$ cat src/i2cseq_pkg.sv
// ----------------------------------------------------------------------------
// I2C master sequencer package
// Shared types and constants for the I2C master byte sequencer.
// ----------------------------------------------------------------------------
package i2cseq_pkg;

  localparam int unsigned BitsPerByte = 8;
  localparam int unsigned PhaseW      = 5;
  localparam int unsigned FuncW       = 3;

  // Queue between front and back
  localparam int unsigned QueueDepth  = 2;
  localparam int unsigned QueuePtrW   = $clog2(QueueDepth);
  localparam int unsigned QueueCntW   = $clog2(QueueDepth + 1);

  // Last phase of each command sequence
  localparam logic [PhaseW-1:0] LastStart = PhaseW'(4);
  localparam logic [PhaseW-1:0] LastWrite = PhaseW'(2 * BitsPerByte + 3);
  localparam logic [PhaseW-1:0] LastRead  = PhaseW'(2 * BitsPerByte);
  localparam logic [PhaseW-1:0] LastShort = PhaseW'(3);

  // Write ACK slot phases
  localparam logic [PhaseW-1:0] WrAckSetup  = PhaseW'(2 * BitsPerByte);
  localparam logic [PhaseW-1:0] WrAckSample = PhaseW'(2 * BitsPerByte + 1);
  localparam logic [PhaseW-1:0] WrAckEnd    = PhaseW'(2 * BitsPerByte + 2);

  // Phases of the short sequences
  localparam logic [PhaseW-1:0] Phase1 = PhaseW'(1);
  localparam logic [PhaseW-1:0] Phase2 = PhaseW'(2);
  localparam logic [PhaseW-1:0] Phase3 = PhaseW'(3);

  // Function codes; also the running operation (idle shares the tick code)
  typedef enum logic [FuncW-1:0] {
    OP_IDLE  = 3'd0,
    OP_START = 3'd1,
    OP_STOP  = 3'd2,
    OP_WRITE = 3'd3,
    OP_READ  = 3'd4,
    OP_ACK   = 3'd5,
    OP_NACK  = 3'd6
  } op_e;

  typedef enum logic [1:0] {
    KIND_NOP  = 2'd0,
    KIND_TICK = 2'd1,
    KIND_CMD  = 2'd2
  } kind_e;

  // Classified item passed from front to back
  typedef struct packed {
    kind_e                  kind;
    op_e                    op;
    logic [BitsPerByte-1:0] wr_byte;
    logic                   sda;
  } item_t;

  // Result item
  typedef struct packed {
    logic                   rejected;
    logic                   ack_bit;
    logic [BitsPerByte-1:0] rx_byte;
    logic                   done_res;
    logic                   busy_res;
    logic                   sda_out;
    logic                   scl_out;
  } result_t;

  function automatic logic [PhaseW-1:0] last_phase(op_e op);
    logic [PhaseW-1:0] last;
    unique case (op)
      OP_START: last = LastStart;
      OP_WRITE: last = LastWrite;
      OP_READ:  last = LastRead;
      default:  last = LastShort;
    endcase
    return last;
  endfunction

endpackage

$ cat src/i2cseq_front.sv
// ----------------------------------------------------------------------------
// I2C sequencer front end
// Unpacks input items and classifies them as tick, command or no-op.
// ----------------------------------------------------------------------------
module i2cseq_front (
  input  logic [i2cseq_pkg::FuncW-1:0]       func_i,
  input  logic [i2cseq_pkg::BitsPerByte-1:0] write_byte_i,
  input  logic                               sda_in_i,
  output i2cseq_pkg::item_t                  item_o
);

  always_comb begin
    item_o.op      = i2cseq_pkg::op_e'(func_i);
    item_o.wr_byte = write_byte_i;
    item_o.sda     = sda_in_i;
    unique case (func_i)
      i2cseq_pkg::OP_IDLE: item_o.kind = i2cseq_pkg::KIND_TICK;
      i2cseq_pkg::OP_START, i2cseq_pkg::OP_STOP, i2cseq_pkg::OP_WRITE,
      i2cseq_pkg::OP_READ, i2cseq_pkg::OP_ACK, i2cseq_pkg::OP_NACK: begin
        item_o.kind = i2cseq_pkg::KIND_CMD;
      end
      // unused code: pass through without effect
      default: item_o.kind = i2cseq_pkg::KIND_NOP;
    endcase
  end

endmodule

$ cat src/i2cseq_queue.sv
// ----------------------------------------------------------------------------
// I2C sequencer item queue
// Short FIFO between the front end and the execution back end.
// ----------------------------------------------------------------------------
module i2cseq_queue (
  input  logic              clk_i,
  input  logic              rst_ni,
  input  logic              push_i,
  input  i2cseq_pkg::item_t push_item_i,
  output logic              full_o,
  input  logic              pop_i,
  output i2cseq_pkg::item_t pop_item_o,
  output logic              empty_o
);

  i2cseq_pkg::item_t                      mem_q [i2cseq_pkg::QueueDepth];
  logic [i2cseq_pkg::QueuePtrW-1:0]       wr_ptr_q, wr_ptr_d;
  logic [i2cseq_pkg::QueuePtrW-1:0]       rd_ptr_q, rd_ptr_d;
  logic [i2cseq_pkg::QueueCntW-1:0]       count_q, count_d;
  logic                                   do_push, do_pop;

  assign full_o     = (count_q == i2cseq_pkg::QueueCntW'(i2cseq_pkg::QueueDepth));
  assign empty_o    = (count_q == '0);
  assign do_push    = push_i && !full_o;
  assign do_pop     = pop_i && !empty_o;
  assign pop_item_o = mem_q[rd_ptr_q];

  always_comb begin
    wr_ptr_d = wr_ptr_q;
    rd_ptr_d = rd_ptr_q;
    count_d  = count_q;
    if (do_push) begin
      wr_ptr_d = (wr_ptr_q == i2cseq_pkg::QueuePtrW'(i2cseq_pkg::QueueDepth - 1))
                 ? '0 : wr_ptr_q + 1'b1;
    end
    if (do_pop) begin
      rd_ptr_d = (rd_ptr_q == i2cseq_pkg::QueuePtrW'(i2cseq_pkg::QueueDepth - 1))
                 ? '0 : rd_ptr_q + 1'b1;
    end
    if (do_push && !do_pop) begin
      count_d = count_q + 1'b1;
    end else if (do_pop && !do_push) begin
      count_d = count_q - 1'b1;
    end
  end

  always_ff @(posedge clk_i or negedge rst_ni) begin
    if (!rst_ni) begin
      wr_ptr_q <= '0;
      rd_ptr_q <= '0;
      count_q  <= '0;
    end else begin
      wr_ptr_q <= wr_ptr_d;
      rd_ptr_q <= rd_ptr_d;
      count_q  <= count_d;
    end
  end

  always_ff @(posedge clk_i) begin
    if (do_push) begin
      mem_q[wr_ptr_q] <= push_item_i;
    end
  end

endmodule

$ cat src/i2cseq_back.sv
// ----------------------------------------------------------------------------
// I2C sequencer back end
// Runs the SCL/SDA phase sequence of each command and registers one result
// per item.
// ----------------------------------------------------------------------------
module i2cseq_back (
  input  logic                clk_i,
  input  logic                rst_ni,
  input  logic                item_valid_i,
  input  i2cseq_pkg::item_t   item_i,
  output logic                item_pop_o,
  output logic                res_valid_o,
  input  logic                res_ready_i,
  output i2cseq_pkg::result_t res_o
);

  localparam int unsigned BW = i2cseq_pkg::BitsPerByte;
  localparam int unsigned PW = i2cseq_pkg::PhaseW;

  i2cseq_pkg::op_e     op_q, op_d;
  logic [PW-1:0]       phase_q, phase_d;
  logic [PW-1:0]       phase_inc;
  logic [BW-1:0]       shift_q, shift_d;
  logic                scl_q, scl_d;
  logic                sda_q, sda_d;
  logic                ack_q, ack_d;
  logic [BW-1:0]       rx_q, rx_d;
  logic                done, rej;
  logic                running, tick_run, cmd_start, is_last;
  logic                res_valid_q;
  i2cseq_pkg::result_t res_q;

  assign item_pop_o = item_valid_i && (!res_valid_q || res_ready_i);
  assign running    = (op_q != i2cseq_pkg::OP_IDLE);
  assign phase_inc  = phase_q + 1'b1;
  assign is_last    = (phase_inc >= i2cseq_pkg::last_phase(op_q));
  assign tick_run   = item_pop_o && (item_i.kind == i2cseq_pkg::KIND_TICK) && running;
  assign cmd_start  = item_pop_o && (item_i.kind == i2cseq_pkg::KIND_CMD) && !running;

  // Next operation and phase
  always_comb begin
    op_d    = op_q;
    phase_d = phase_q;
    done    = 1'b0;
    rej     = item_pop_o && (item_i.kind == i2cseq_pkg::KIND_CMD) && running;
    if (tick_run) begin
      if (is_last) begin
        done    = 1'b1;
        op_d    = i2cseq_pkg::OP_IDLE;
        phase_d = '0;
      end else begin
        phase_d = phase_inc;
      end
    end else if (cmd_start) begin
      op_d    = item_i.op;
      phase_d = '0;
    end
  end

  // Pin levels and datapath
  always_comb begin
    shift_d = shift_q;
    scl_d   = scl_q;
    sda_d   = sda_q;
    ack_d   = ack_q;
    rx_d    = rx_q;
    if (cmd_start) begin
      unique case (item_i.op)
        i2cseq_pkg::OP_START: scl_d = 1'b1;
        i2cseq_pkg::OP_STOP:  sda_d = 1'b0;
        i2cseq_pkg::OP_WRITE: begin
          shift_d = item_i.wr_byte;
          sda_d   = item_i.wr_byte[BW-1];
        end
        i2cseq_pkg::OP_READ: begin
          shift_d = {{(BW-1){1'b0}}, item_i.sda};
          scl_d   = 1'b1;
        end
        i2cseq_pkg::OP_ACK:   sda_d = 1'b0;
        default:              sda_d = 1'b1;
      endcase
    end else if (tick_run) begin
      unique case (op_q)
        i2cseq_pkg::OP_START: begin
          if (phase_inc == i2cseq_pkg::Phase1) begin
            sda_d = 1'b1;
          end else if (phase_inc == i2cseq_pkg::Phase2) begin
            sda_d = 1'b0;
          end else if (phase_inc == i2cseq_pkg::Phase3) begin
            scl_d = 1'b0;
          end
        end
        i2cseq_pkg::OP_STOP: begin
          if (phase_inc == i2cseq_pkg::Phase1) begin
            scl_d = 1'b1;
          end else if (phase_inc == i2cseq_pkg::Phase2) begin
            sda_d = 1'b1;
          end
        end
        i2cseq_pkg::OP_WRITE: begin
          if (phase_inc < i2cseq_pkg::WrAckSetup) begin
            if (phase_inc[0]) begin
              scl_d = 1'b1;
            end else begin
              // shift out the next bit, MSB first
              scl_d   = 1'b0;
              shift_d = {shift_q[BW-2:0], 1'b0};
              sda_d   = shift_q[BW-2];
            end
          end else if (phase_inc == i2cseq_pkg::WrAckSetup) begin
            scl_d = 1'b0;
            sda_d = 1'b1;
          end else if (phase_inc == i2cseq_pkg::WrAckSample) begin
            scl_d = 1'b1;
            ack_d = item_i.sda;
          end else if (phase_inc == i2cseq_pkg::WrAckEnd) begin
            scl_d = 1'b0;
          end
        end
        i2cseq_pkg::OP_READ: begin
          if (phase_inc < i2cseq_pkg::LastRead) begin
            if (phase_inc[0]) begin
              scl_d = 1'b0;
            end else begin
              shift_d = {shift_q[BW-2:0], item_i.sda};
              scl_d   = 1'b1;
            end
          end else begin
            rx_d = shift_q;
          end
        end
        i2cseq_pkg::OP_ACK: begin
          if (phase_inc == i2cseq_pkg::Phase1) begin
            scl_d = 1'b1;
          end else if (phase_inc == i2cseq_pkg::Phase2) begin
            scl_d = 1'b0;
            sda_d = 1'b1;
          end
        end
        default: begin
          if (phase_inc == i2cseq_pkg::Phase1) begin
            scl_d = 1'b1;
          end else if (phase_inc == i2cseq_pkg::Phase2) begin
            scl_d = 1'b0;
          end
        end
      endcase
    end
  end

  always_ff @(posedge clk_i or negedge rst_ni) begin
    if (!rst_ni) begin
      op_q        <= i2cseq_pkg::OP_IDLE;
      phase_q     <= '0;
      shift_q     <= '0;
      scl_q       <= 1'b1;
      sda_q       <= 1'b1;
      ack_q       <= 1'b1;
      rx_q        <= '0;
      res_valid_q <= 1'b0;
    end else begin
      op_q    <= op_d;
      phase_q <= phase_d;
      shift_q <= shift_d;
      scl_q   <= scl_d;
      sda_q   <= sda_d;
      ack_q   <= ack_d;
      rx_q    <= rx_d;
      if (item_pop_o) begin
        res_valid_q <= 1'b1;
      end else if (res_ready_i) begin
        res_valid_q <= 1'b0;
      end
    end
  end

  // Result register: load on every item taken from the queue
  always_ff @(posedge clk_i) begin
    if (item_pop_o) begin
      res_q.scl_out  <= scl_d;
      res_q.sda_out  <= sda_d;
      res_q.busy_res <= (op_d != i2cseq_pkg::OP_IDLE);
      res_q.done_res <= done;
      res_q.rx_byte  <= rx_d;
      res_q.ack_bit  <= ack_d;
      res_q.rejected <= rej;
    end
  end

  assign res_valid_o = res_valid_q;
  assign res_o       = res_q;

endmodule

$ cat src/i2c_master_byte_sequencer.sv
// ----------------------------------------------------------------------------
// I2C master byte sequencer
// Steps an I2C master through start, stop, byte write, byte read and
// ACK/NACK sequences, one phase per tick item.
// ----------------------------------------------------------------------------
// Channel  Dir  tdata (low bit up)                          tuser
// s_axis   in   write_byte[7:0], sda_in[8], zero [15:9]     func[2:0]
// m_axis   out  scl_out, sda_out, busy_res, done_res,       -
//               rx_byte[11:4], ack_bit[12], rejected[13], zero [15:14]
//
// One item per clock sustained; each item yields one result item (classify
// into the queue, then execute into the output register). The input stalls
// only once the receiver has held off long enough to fill the two-entry queue
// behind the output register.
// Reset (rst_ni low, asynchronous) idles the sequencer with both lines
// released, ack_bit 1 and rx_byte 0.
// ----------------------------------------------------------------------------
module i2c_master_byte_sequencer (
  input  logic        clk_i,
  input  logic        rst_ni,
  input  logic        s_axis_tvalid_i,
  output logic        s_axis_tready_o,
  input  logic [15:0] s_axis_tdata_i,  // write_byte[7:0], sda_in[8]
  input  logic [2:0]  s_axis_tuser_i,  // func[2:0]
  output logic        m_axis_tvalid_o,
  input  logic        m_axis_tready_i,
  output logic [15:0] m_axis_tdata_o   // scl, sda, busy, done, rx[11:4], ack, rejected
);

  i2cseq_pkg::item_t   front_item;
  i2cseq_pkg::item_t   queue_item;
  i2cseq_pkg::result_t result;
  logic                queue_full, queue_empty, queue_pop;

  i2cseq_front u_front (
    .func_i       (s_axis_tuser_i),
    .write_byte_i (s_axis_tdata_i[7:0]),
    .sda_in_i     (s_axis_tdata_i[8]),
    .item_o       (front_item)
  );

  i2cseq_queue u_queue (
    .clk_i       (clk_i),
    .rst_ni      (rst_ni),
    .push_i      (s_axis_tvalid_i),
    .push_item_i (front_item),
    .full_o      (queue_full),
    .pop_i       (queue_pop),
    .pop_item_o  (queue_item),
    .empty_o     (queue_empty)
  );

  i2cseq_back u_back (
    .clk_i        (clk_i),
    .rst_ni       (rst_ni),
    .item_valid_i (!queue_empty),
    .item_i       (queue_item),
    .item_pop_o   (queue_pop),
    .res_valid_o  (m_axis_tvalid_o),
    .res_ready_i  (m_axis_tready_i),
    .res_o        (result)
  );

  assign s_axis_tready_o = !queue_full;
  assign m_axis_tdata_o  = {2'b00, result};

endmodule
$ cat config.mk
export PLATFORM = sky130hd
export DESIGN_NAME = i2c_master_byte_sequencer
export DESIGN_NICKNAME = d
export VERILOG_FILES = /design/src/i2cseq_pkg.sv /design/src/i2cseq_front.sv /design/src/i2cseq_queue.sv /design/src/i2cseq_back.sv /design/src/i2c_master_byte_sequencer.sv
export SDC_FILE = /design/constraint.sdc
export NUM_CORES = 1
export LEC_CHECK = 0
export BUFFER_PORTS_ARGS = -buffer_cell sky130_fd_sc_hd__buf_2
export CORE_UTILIZATION = 50
export DETAILED_ROUTE_END_ITERATION = 10
export GPL_ROUTABILITY_DRIVEN = 0
export PLACE_DENSITY = 0.81
export SYNTH_ARGS = -nofsm -noshare
export SYNTH_HDL_FRONTEND = slang
export SYNTH_HIERARCHICAL = 1
export SYNTH_SLANG_ARGS = --single-unit
$ cat constraint.sdc
create_clock -name clk_i -period 2.5 [get_ports clk_i]
set_input_delay 0.5 -clock clk_i [delete_from_list [all_inputs] [get_ports clk_i]]
set_output_delay 0.5 -clock clk_i [all_outputs]
set_load 0.005 [all_outputs]
Word-level counts from Yosys, hierarchy flattened --
Memories as Yosys holds them, arrays and structs flattened. Cells that the tools add are included.
Cells by class: order comparisons 2, add/subtract/negate cells 5, multiplexer cells 63, reductions and logical operators 30, eq/ne operators 30
Operators by type and width (number):
- $mux W8 | 10
- $mux W1 | 38
- $pmux W8 S2 | 2
- $eq A3 B3 Y1 const B | 7
- $eq A3 B2 Y1 const B | 6
- $eq A5 B5 Y1 const B | 3
- $mux W5 | 3
- $pmux W5 S3 | 1
- $eq A5 B2 Y1 const B | 2
- $logic_and A1 B1 Y1 | 10
- $eq A3 B1 Y1 const B | 3
- $mux W3 | 3
- $ne A3 B3 Y1 const B | 3
- $reduce_bool A3 Y1 | 3
- $reduce_and A7 Y1 | 1
- $logic_not A1 Y1 | 6
- $ne A3 B1 Y1 const B | 2
- $pmux W1 S3 | 2
- $reduce_bool A2 Y1 | 3
- $reduce_or A2 Y1 | 3
- $reduce_or A6 Y1 | 1
- $add A5 B1 Y5 const B | 1
- $eq A5 B1 Y1 const B | 1
- $ge A5 B5 Y1 | 1
- 12 further kinds | 15
Word-level totals: output and inout bits 18, bits in registers 46, memories kept 1, logic and storage cells 149, memory bits (writable) 28
Memory list:
- u_queue.mem_q | words 2, width 14, rd ports 1, clocked after Yosys merged registers in 0, wr ports 1, line i2cseq_queue.sv:16 | i2cseq_pkg::item_t mem_q [i2cseq_pkg::QueueDepth];

Logic depth before layout (Yosys ltp) --
Gate-level depths: netlist of run 1.
depth after elaboration 9, gate-level depth with buffers 11

Hierarchy --
The synthesis of run 1 kept the hierarchy.
Modules (own cells, without submodules):
- i2cseq_back | instances 1, cells each 210, sequential area each 1124.8 sq um, area an instance 2388.5 sq um
- i2cseq_queue | instances 1, cells each 63, sequential area each 940.9 sq um, area an instance 1255.0 sq um
- i2cseq_front | instances 1, cells each 15, sequential area each 0.0 sq um, area an instance 118.9 sq um
- i2c_master_byte_sequencer | instances 1, cells each 5, sequential area each 0.0 sq um, area an instance 26.3 sq um

Least setup slack after synthesis of run 1 --
OpenSTA, ideal clock, no wires.
path type register -> register, from register u_back.op_q[2], to register u_back.res_q (netlist bit u_back/res_o[3]), data pin, library setup time 259 ps, setup slack -126 ps, arrival 2367 ps, stages on the path, launching flop included 11, path through dfrtp_1 clkbuf_1 xor2_1 nand2_1 ha_1 nand2b_1 a21o_1 a2111o_1 a21oi_1 nand2b_1 inv_1
Between the ends: longest elaborated chain between the ends 4
RTL lines:
- start: declaration | line i2cseq_back.sv:20 | i2cseq_pkg::op_e op_q, op_d;
- start signal: assignment | line i2cseq_back.sv:153 | op_q <= i2cseq_pkg::OP_IDLE;
- start signal: assignment | line i2cseq_back.sv:162 | op_q <= op_d;
- $eq A3 B3 Y1 (tied with other cells) | line i2cseq_pkg.sv:70 | unique case (op)
- $pmux W5 S3 | line i2cseq_pkg.sv:70
- $ge A5 B5 Y1 | line i2cseq_back.sv:36 | assign is_last = (phase_inc >= i2cseq_pkg::last_phase(op_q));
- $mux W1 | line i2cseq_back.sv:47 | if (is_last) begin
- end: declaration | line i2cseq_back.sv:31 | i2cseq_pkg::result_t res_q;
Parallel ways exist; a longest one is shown, timed or not. A chain may end at the register's enable or synchronous reset.

==> results.cfg, run 1 <==
[synthesis]
synth_cells = 293
yosysSeqAreaShare = 0.545
synth_top_cell_by_area = edfxtp_1
synth_top_cell_area_share = 0.333
synth_compound_area_frac = 0.113
async_flop_share = 0.432
synth_area_um2 = 3790
ys_seq_elements = 74
synth_xor_area_frac = 0.0205
yosys_warnings = 6
synth-main-ff-cell = edfxtp_1
synth-adder-area-share = 0.0357
synth_edf_count = 42
synth_area_leaders = edfxtp_1, dfrtp_1, mux2_2
synth_simple_gate_area_frac = 0.121
synth_top_family_by_area = simple AND/OR/NAND/NOR gates
synthDistinctLibCells = 72
postSynthAreaPerCell_um2 = 12.9
muxShareOfSynthArea = 0.104

[clocking]
clk_path_buf_depth = 2
clkTransAtPathRegs_ps = 80
clock_latency_ps = 340
cts_made_buffers = 9
clock_sinks = 74
cts_tree = done
root_buffer = clkbuf_8
hold_buffers = 0
h-tree-depth = 3

[critical_path]
required_ps = 2730
crit_slowest_cell = dfrtp_1
cp-start-kind = flip-flop
worst-path-buf-inv = 2
crit_path_end = u_back/shift_q[4]
r2r-start = u_queue/rd_ptr_q
path_cells = buf_4 > mux2_4 > nor2_1 > a21oi_4 > a2111oi_4 > buf_6 > mux2_2
cp.depth = 7
cp-end-kind = flip-flop
cpPeakStageDelay_ps = 400
r2r_cells = 7
crit_path_max_fanout = 13
cp_top_family = multiplexers
regToRegEndpoint = u_back/shift_q[4]
worstSetupPathType = reg -> reg
startpoint = u_queue/rd_ptr_q
crit_arrival_ps = 2640
rrSetupSlack_ps = 90

[global_routing]
grt_pass1_vias = 2195
grtUsageMet1 = 0.243
antenna_found_initial = 0
grt-ovfl-total = 0
met3_usage = 0.0480
grtUsageMet2 = 0.289
grt_max_degree = 33
gr-max-usage-layer = met2
gr-usage-all-layers = 0.183
grt_first_pass_wirelength_um = 10600

[route]
drc = 0
viasPerCell = 5.35
vias = 2332
detail-route-antenna-nets = 0
first_pass_iters = 4
routedWlPerCell_um = 15.1
routed_wl_um = 6570
drt_iter0_markers = 177

[sta]
fin_ws_ps = 87.4
slew_headroom = 0.515
drv_slew = 0
fmax_mhz = 414
finalCritPeriodShare = 0.965
min_period_ps = 2410
hold_slack_ps = 205
rsz0062_at_grt = false
clock-skew-final_ps = 11.6
finalSetupViolCount = 0
hold_violations = 0
tightest_slew_ps = 727

[floorplanning]
core_um2 = 7290
io_pins = 41
placementRows = 31
start_util = 0.520
fp.dieArea_um2 = 7930
die_x_um = 89.0
die_h_um = 89.0

[placed_design]
pre_cts_ws_ps = 17.6
hpwl_um = 4700
io_buffers = 31

[pwr]
ir_drop_mv = 0.498
power-per-cell-area_nw_per_um2 = 1110
p_leak_uw = 0.00185
p_total_uw = 4750

[cells_and_area]
drive_gt1_frac = 0.380
mostFrequentLayoutCell = edfxtp_1
nets = 365
diodes = 0
syn_to_final_growth_pct = 13.2
final_cell_mix = edfxtp_1, buf_2, dfrtp_1

[worst_hold_path]
min_path_type = in -> async

[status]
status = completed

[job]
drv_cap = 0
==> cell type report <==
class	instances	area, um^2
clock buffer	13	169
clock inverter	3	46.3
fill	591	3000
inverter	14	52.6
multi-input combinational	182	1520
sequential	74	2070
tap	99	124
timing repair buffer	51	309
==> cells in the mapped netlist (all sizes together) (2+ instances only) <==
| cell type | n |
|---|---|
| mux2 | 31 |
| nand2b | 5 |
| nand2 | 23 |
| and2 | 4 |
| edfxtp | 42 |
| xor2 | 3 |
| o221ai | 2 |
| and3 | 2 |
| a21boi | 2 |
| nand3 | 2 |
| nor2b | 4 |
| and4b | 2 |
| and2b | 2 |
| a22o | 10 |
| dfrtp | 29 |
| a2111oi | 2 |
| dfstp | 3 |
| o211ai | 2 |
| or4 | 2 |
| xnor2 | 5 |
| nor3 | 4 |
| buf | 20 |
| o21ai | 11 |
| clkbuf | 4 |
| ha | 10 |
| a21oi | 13 |
| nor4 | 2 |
| inv | 14 |
| nor2 | 14 |
==> what timing repair did <==
action	in CTS	in global routing
gates resized for setup	1	5
endpoints found under the setup margin	1	16
buffers inserted	0	1
==> sequential cells by signal, summed over array words and instances, names as in the netlist <==
name and count:
u_queue/mem_q 28, u_queue/count_q 2, u_back/sda_q 1, u_queue/rd_ptr_q 1, u_back/shift_q 8, u_back/ack_q 1
u_back/rx_q 8, u_back/res_valid_o 1, u_back/phase_q 5, u_back/res_o 14, u_back/scl_q 1, u_back/op_q 3
u_queue/wr_ptr_q 1
==> power by group <==
| part | internal (uW) | switching (uW) | total [uW] |
|---|---|---|---|
| combinational | 907 | 1050 | 1960 |
| sequential | 1660 | 162 | 1820 |
| clock | 547 | 421 | 968 |
==> how the worst min path moves through the flow <==
stage / start / end / slack, ps / cells after the start
after floorplan: rst_ni / u_back/op_q[0] / 200 / 0
after global placement: u_queue/wr_ptr_q / u_queue/wr_ptr_q / 480 / 1
after detailed placement: u_back/rx_q[2] / u_back/rx_q[2] / 490 / 1
after CTS: rst_ni / u_back/rx_q[3] / 220 / 1
after global routing: rst_ni / u_back/shift_q[2] / 260 / 1
final: rst_ni / u_back/rx_q[1] / 210 / 1
==> worst register-to-register path, cell delays in order, from the launching register on <==
cell,delay [ps]
dfrtp_1,400
buf_4,260
mux2_4,380
nor2_1,260
a21oi_4,150
a2111oi_4,330
buf_6,180
mux2_2,340
==> stage by stage <==
step,TNS [ps],utilization,instances,area (um^2)
after global placement,0,0.555,419,4050
after detailed placement,0,0.555,419,4050
after global routing,0,0.588,436,4290
final,0,0.588,436,4290
after floorplan,-6.72,-,294,3800
after CTS,0,0.585,435,4270
==> kinds of logic (layout without fill, tap and decap cells) <==
logic type / Yosys count / after routing
flip-flops: 74 / 74
buffers and inverters: 38 / 81
AO/OA/AOI/OAI: 55 / 55
multiplexers: 32 / 32
adder cells (fa/ha/maj): 11 / 11
XOR/XNOR: 8 / 8
other: 1 / 2
AND/OR/NAND/NOR: 74 / 74
==> routing by layer <==
layer,vias up,share of wire
met5,-,0
met4,0,0.014
met3,9,0.055
met2,71,0.48
met1,1127,0.46
li1,1125,-
Power figures use the tool's default switching activity.
==> inputs of run 2 (changes only) <==
- CORE_ASPECT_RATIO: unset -> 1.75
==> run 2 against run 1 <==
Net effect:
- largest cell class unchanged
- via count rose by 1.9%
- register-to-register slack barely moved
- non-clock buffer count fell by 1
- clock power rose by 31%
- first-iteration DRC count fell by 44%
- largest power group unchanged
- routed wire length rose by 2.8%
- sequential share of layout area fell by 0.54 points
==> results.cfg, run 2 (synthesis gave the netlist of run 1 again) <==
[cells_and_area]
drive_gt1_frac = 0.372
final_cell_mix = edfxtp_1, buf_2, dfrtp_1
fin_util = 0.596
largest_reg_flops = 28
diodes = 0
syn_to_final_growth_pct = 14.5
nets = 364
multi_input_area_um2 = 1520
mostFrequentLayoutCell = edfxtp_1
seq_area_um2 = 2070
regMostFlops = u_queue/mem_q
n_fill_cell = 592

[route]
routed_wl_um = 6750
first_pass_iters = 4
drc = 0
routedWlPerCell_um = 16.0
detail-route-antenna-nets = 0
vias = 2376
drt_iter0_markers = 100
viasPerCell = 5.63

[critical_path]
worst-path-buf-inv = 1
crit_arrival_ps = 2600
startpoint = u_back/phase_q[0]
crit_slowest_cell = dfrtp_1
cp-start-kind = flip-flop
required_ps = 2690
r2r_cells = 9
rrSetupSlack_ps = 90
r2r-start = u_back/phase_q[0]
regToRegEndpoint = u_back/res_o[2]
cp_top_family = simple AND/OR/NAND/NOR gates
cp-end-kind = flip-flop
crit_path_max_fanout = 5
path_cells = ha_2 > and2b_1 > or2_2 > ha_1 > a2111o_1 > a21oi_2 > nand2b_4 > inv_1 > nor2_1
cpPeakStageDelay_ps = 420
worstSetupPathType = reg -> reg

[pwr]
ir_drop_mv = 0.746
switching_share = 0.331
p_sw_uw = 1670
p_leak_uw = 0.00188
seqPwrFrac = 0.364
clkPwrFrac = 0.252
p_comb_frac = 0.384
p_int_uw = 3360
power-per-cell-area_nw_per_um2 = 1160

[floorplanning]
die_x_um = 67.8
fp.dieArea_um2 = 7940
start_util = 0.520
io_pins = 41
placementRows = 41
core_um2 = 7280
die_h_um = 117

[status]
status = completed

[sta]
fmax_mhz = 414
finalCritPeriodShare = 0.965
slew_headroom = 0.522
tightest_slew_ps = 717
rsz0062_at_grt = false
finalSetupViolCount = 0
clock-skew-final_ps = 7.28
fin_ws_ps = 86.7
min_period_ps = 2410
drv_slew = 0
hold_violations = 0

[clocking]
clkTransAtPathRegs_ps = 60
cts_made_buffers = 9
h-tree-depth = 3
hold_buffers = 0
clock_sinks = 74
cts_tree = done
postCtsSetupBuffers = 0
root_buffer = clkbuf_16
clk_path_buf_depth = 2
clock_latency_ps = 330

[worst_hold_path]
min_path_type = in -> async

[global_routing]
grt-ovfl-total = 0
grt_max_degree = 33
grt_pass1_vias = 2365
grt_first_pass_wirelength_um = 11000
antenna_found_initial = 0
gr-usage-all-layers = 0.195

[placed_design]
pre_cts_ws_ps = 22.1
io_buffers = 31
hpwl_um = 4890

[job]
drv_cap = 0
-- run 2: cell types whose count changed in the layout (fill, tap and decap cells not counted) --
cell and delta:
buf_6 -1, clkbuf_1 +1, clkbuf_16 +9, clkbuf_8 -11, clkinv_2 +1, clkinv_4 +1
inv_6 -1, nor4_1 +1, nor4_2 -1, o21ai_0 +1, o21ai_1 -1
-- run 2: power by group through the flow --
stage | logic (uW) | registers, uW | clock network [uW]
2_1_floorplan | 1370 | 1830 | 0
3_3_place_gp | 1830 | 1830 | 0
3_5_place_dp | 1880 | 1850 | 0
4_1_cts | 1910 | 1830 | 1290
5_1_grt | 2120 | 1860 | 1340
6_report | 1930 | 1830 | 1270
-- run 2: worst max path at each step --
stage / to / slack, ps / cells past startpoint
6_report: u_back/res_o[2] / 90 / 9
5_1_grt: u_back/res_o[2] / 9 / 9
4_1_cts: u_back/res_o[2] / 40 / 9
3_5_place_dp: u_back/res_o[3] / 20 / 8
3_3_place_gp: u_back/res_o[3] / 80 / 8
2_1_floorplan: u_back/shift_q[0] / -0.8 / 8
-- run 2: final cells by class --
class,count,area share
Inverter,14,0.0121
Timing Repair Buffer,50,0.0686
Tap cell,86,0.0248
Clock buffer,12,0.0568
Multi-Input combinational cell,182,0.350
Sequential cell,74,0.476
Clock inverter,4,0.0118
-- run 2: stage by stage --
| stage | total power, uW | hold WS [ps] | cell area, um^2 | setup TNS, ps | cells |
|---|---|---|---|---|---|
| 2_1_floorplan | 3200 | 204 | 3800 | -6.72 | 294 |
| 3_3_place_gp | 3670 | 477 | 4030 | 0 | 406 |
| 3_5_place_dp | 3730 | 486 | 4030 | 0 | 406 |
| 4_1_cts | 5040 | 232 | 4330 | 0 | 422 |
| 5_1_grt | 5320 | 258 | 4340 | 0 | 422 |
| 6_report | 5030 | 219 | 4340 | 0 | 422 |
-- run 2: timing repair --
action                                  CTS  global route
gates resized for setup                   1             2
cloned                                    0             0
pin swaps                                 0             1
endpoints found under the setup margin    3             3
-- run 2: metal layers --
layer  global-route usage  up-vias  share of wire
li1                     -     1134              -
met1                0.199     1168           0.37
met2                0.338       57           0.55
met3               0.0426       17          0.036
met4                0.139        0          0.039
met5                    0        -              0
==> inputs of run 3 (changes only) <==
==> constraint.sdc (replaced) <==
create_clock -name clk_i -period 2.5 [get_ports clk_i]
set_input_delay 0.125 -clock clk_i [delete_from_list [all_inputs] [get_ports clk_i]]
set_output_delay 0.125 -clock clk_i [all_outputs]
set_load 0.005 [all_outputs]
==> run 3 against run 2 <==
Net effect:
- routed wire length is 0.36% higher
- sequential power about the same
- combinational power about the same
- hold slack worse by 170 ps
- die area did not move
- via count rose by 0.38%
- sequential share of layout area down 0.83 points
- cell count grew 2.4%
- clock skew barely moved
==> results.cfg, run 3 (synthesis gave the netlist of run 1 again) <==
[status]
status = completed

[critical_path]
cpPeakStageDelay_ps = 440
worstSetupPathType = reg -> reg
r2r-start = u_back/phase_q[0]
cp_top_family = simple AND/OR/NAND/NOR gates
path_cells = ha_2 > and2b_1 > or2_2 > ha_1 > a2111o_1 > a21oi_2 > nand2b_4 > inv_1
cp-start-kind = flip-flop
rrSetupSlack_ps = 80
cp-end-kind = flip-flop
r2r_cells = 8
regToRegEndpoint = u_back/res_o[3]
crit_arrival_ps = 2510
crit_path_max_fanout = 5
required_ps = 2580
crit_slowest_cell = dfrtp_2
worst-path-buf-inv = 1

[placed_design]
hpwl_um = 4920
io_buffers = 31

[pwr]
seqPwrFrac = 0.374
clkPwrFrac = 0.229
p_comb_frac = 0.397
switching_share = 0.338
ir_drop_mv = 0.673
p_leak_uw = 0.00190
p_sw_uw = 1650
p_total_uw = 4900
power-per-cell-area_nw_per_um2 = 1110
p_int_uw = 3240

[cells_and_area]
fin_util = 0.606
drive_gt1_frac = 0.367
n_fill_cell = 609
diodes = 0
syn_to_final_growth_pct = 16.6
nets = 374
mostFrequentLayoutCell = edfxtp_1
largest_reg_flops = 28
regMostFlops = u_queue/mem_q
final_cell_mix = edfxtp_1, buf_2, dfrtp_1

[route]
drt_iter0_markers = 72
detail-route-antenna-nets = 0
first_pass_iters = 4
routed_wl_um = 6770
routedWlPerCell_um = 15.7
vias = 2385
drc = 0
viasPerCell = 5.52

[sta]
slew_headroom = 0.519
min_period_ps = 2420
clock-skew-final_ps = 6.81
fmax_mhz = 413
tightest_slew_ps = 721
hold_slack_ps = 48.4
finalCritPeriodShare = 0.969
finalSetupViolCount = 0
hold_violations = 0
drv_slew = 0

[clocking]
clock_latency_ps = 330
cts_made_buffers = 9
root_buffer = clkbuf_16
cts_tree = done
h-tree-depth = 3
clock_sinks = 74
clkTransAtPathRegs_ps = 60
clk_path_buf_depth = 2

[job]
drv_cap = 0

[floorplanning]
start_util = 0.520
io_pins = 41
core_um2 = 7280
die_x_um = 67.8
die_h_um = 117
placementRows = 41
fp.dieArea_um2 = 7940

[global_routing]
grt_pass1_vias = 2402
gr-usage-all-layers = 0.193
grt_first_pass_wirelength_um = 10900
grt-ovfl-total = 0
antenna_found_initial = 0
grt_max_degree = 33

[worst_hold_path]
whs_path_depth = 1
holdPathEnd = u_queue/mem_q[1][11]
hold_start = s_axis_tuser_i[2]
min_path_type = in -> reg
-- run 3: timing repair --
| item | CTS | global route |
|---|---|---|
| hold endpoints to repair | 47 | 0 |
| setup endpoints to repair | 0 | 11 |
| gates resized for setup | 0 | 6 |
| hold buffers | 10 | 0 |
| setup buffers | 0 | 1 |
-- run 3: power groups by stage --
stage	sequential (uW)	clock, uW	combinational (uW)
2_1_floorplan	1830	0	1370
3_3_place_gp	1840	0	1820
3_5_place_dp	1850	0	1860
4_1_cts	1830	1160	1890
5_1_grt	1870	1200	2140
6_report	1830	1120	1940
-- run 3: layer usage --
layer  up-vias  routed length (um)  GRT usage
li1       1146                   -          -
met1      1168                2500      0.187
met2        50                3810      0.347
met5         -                   0          0
met3        21                 209     0.0455
met4         0                 257      0.131
-- run 3: area by class of cell --
class | instances | area [um^2] | share of cell area
clock buffer | 11 | 233 | 0.0527
multi-input combinational | 182 | 1530 | 0.346
inverter | 14 | 52.6 | 0.0119
tap | 86 | 108 | 0.0244
sequential | 74 | 2070 | 0.468
timing repair buffer | 60 | 398 | 0.0901
clock inverter | 5 | 31.3 | 0.00708
-- run 3: worst max-delay path by stage --
stage / start / end / slack, ps / cells past startpoint
6_report: u_back/phase_q[0] / u_back/res_o[3] / 80 / 8
2_1_floorplan: u_queue/rd_ptr_q / u_back/shift_q[0] / -0.8 / 8
3_5_place_dp: u_back/phase_q[0] / u_back/res_o[3] / 50 / 8
5_1_grt: u_back/phase_q[0] / u_back/res_o[2] / -20 / 9
4_1_cts: u_back/phase_q[0] / u_back/res_o[2] / 9 / 9
3_3_place_gp: u_back/phase_q[0] / u_back/res_o[3] / 60 / 8
-- run 3: per-stage QoR --
stage / area, um^2 / setup WS, ps / cells / setup TNS [ps]
6_report: 4420 / 77.4 / 432 / 0
2_1_floorplan: 3800 / -0.840 / 294 / -6.72
3_3_place_gp: 4020 / 55.5 / 405 / 0
4_1_cts: 4390 / 9.16 / 431 / 0
5_1_grt: 4420 / -19.4 / 432 / -58.5
3_5_place_dp: 4020 / 49.3 / 405 / 0
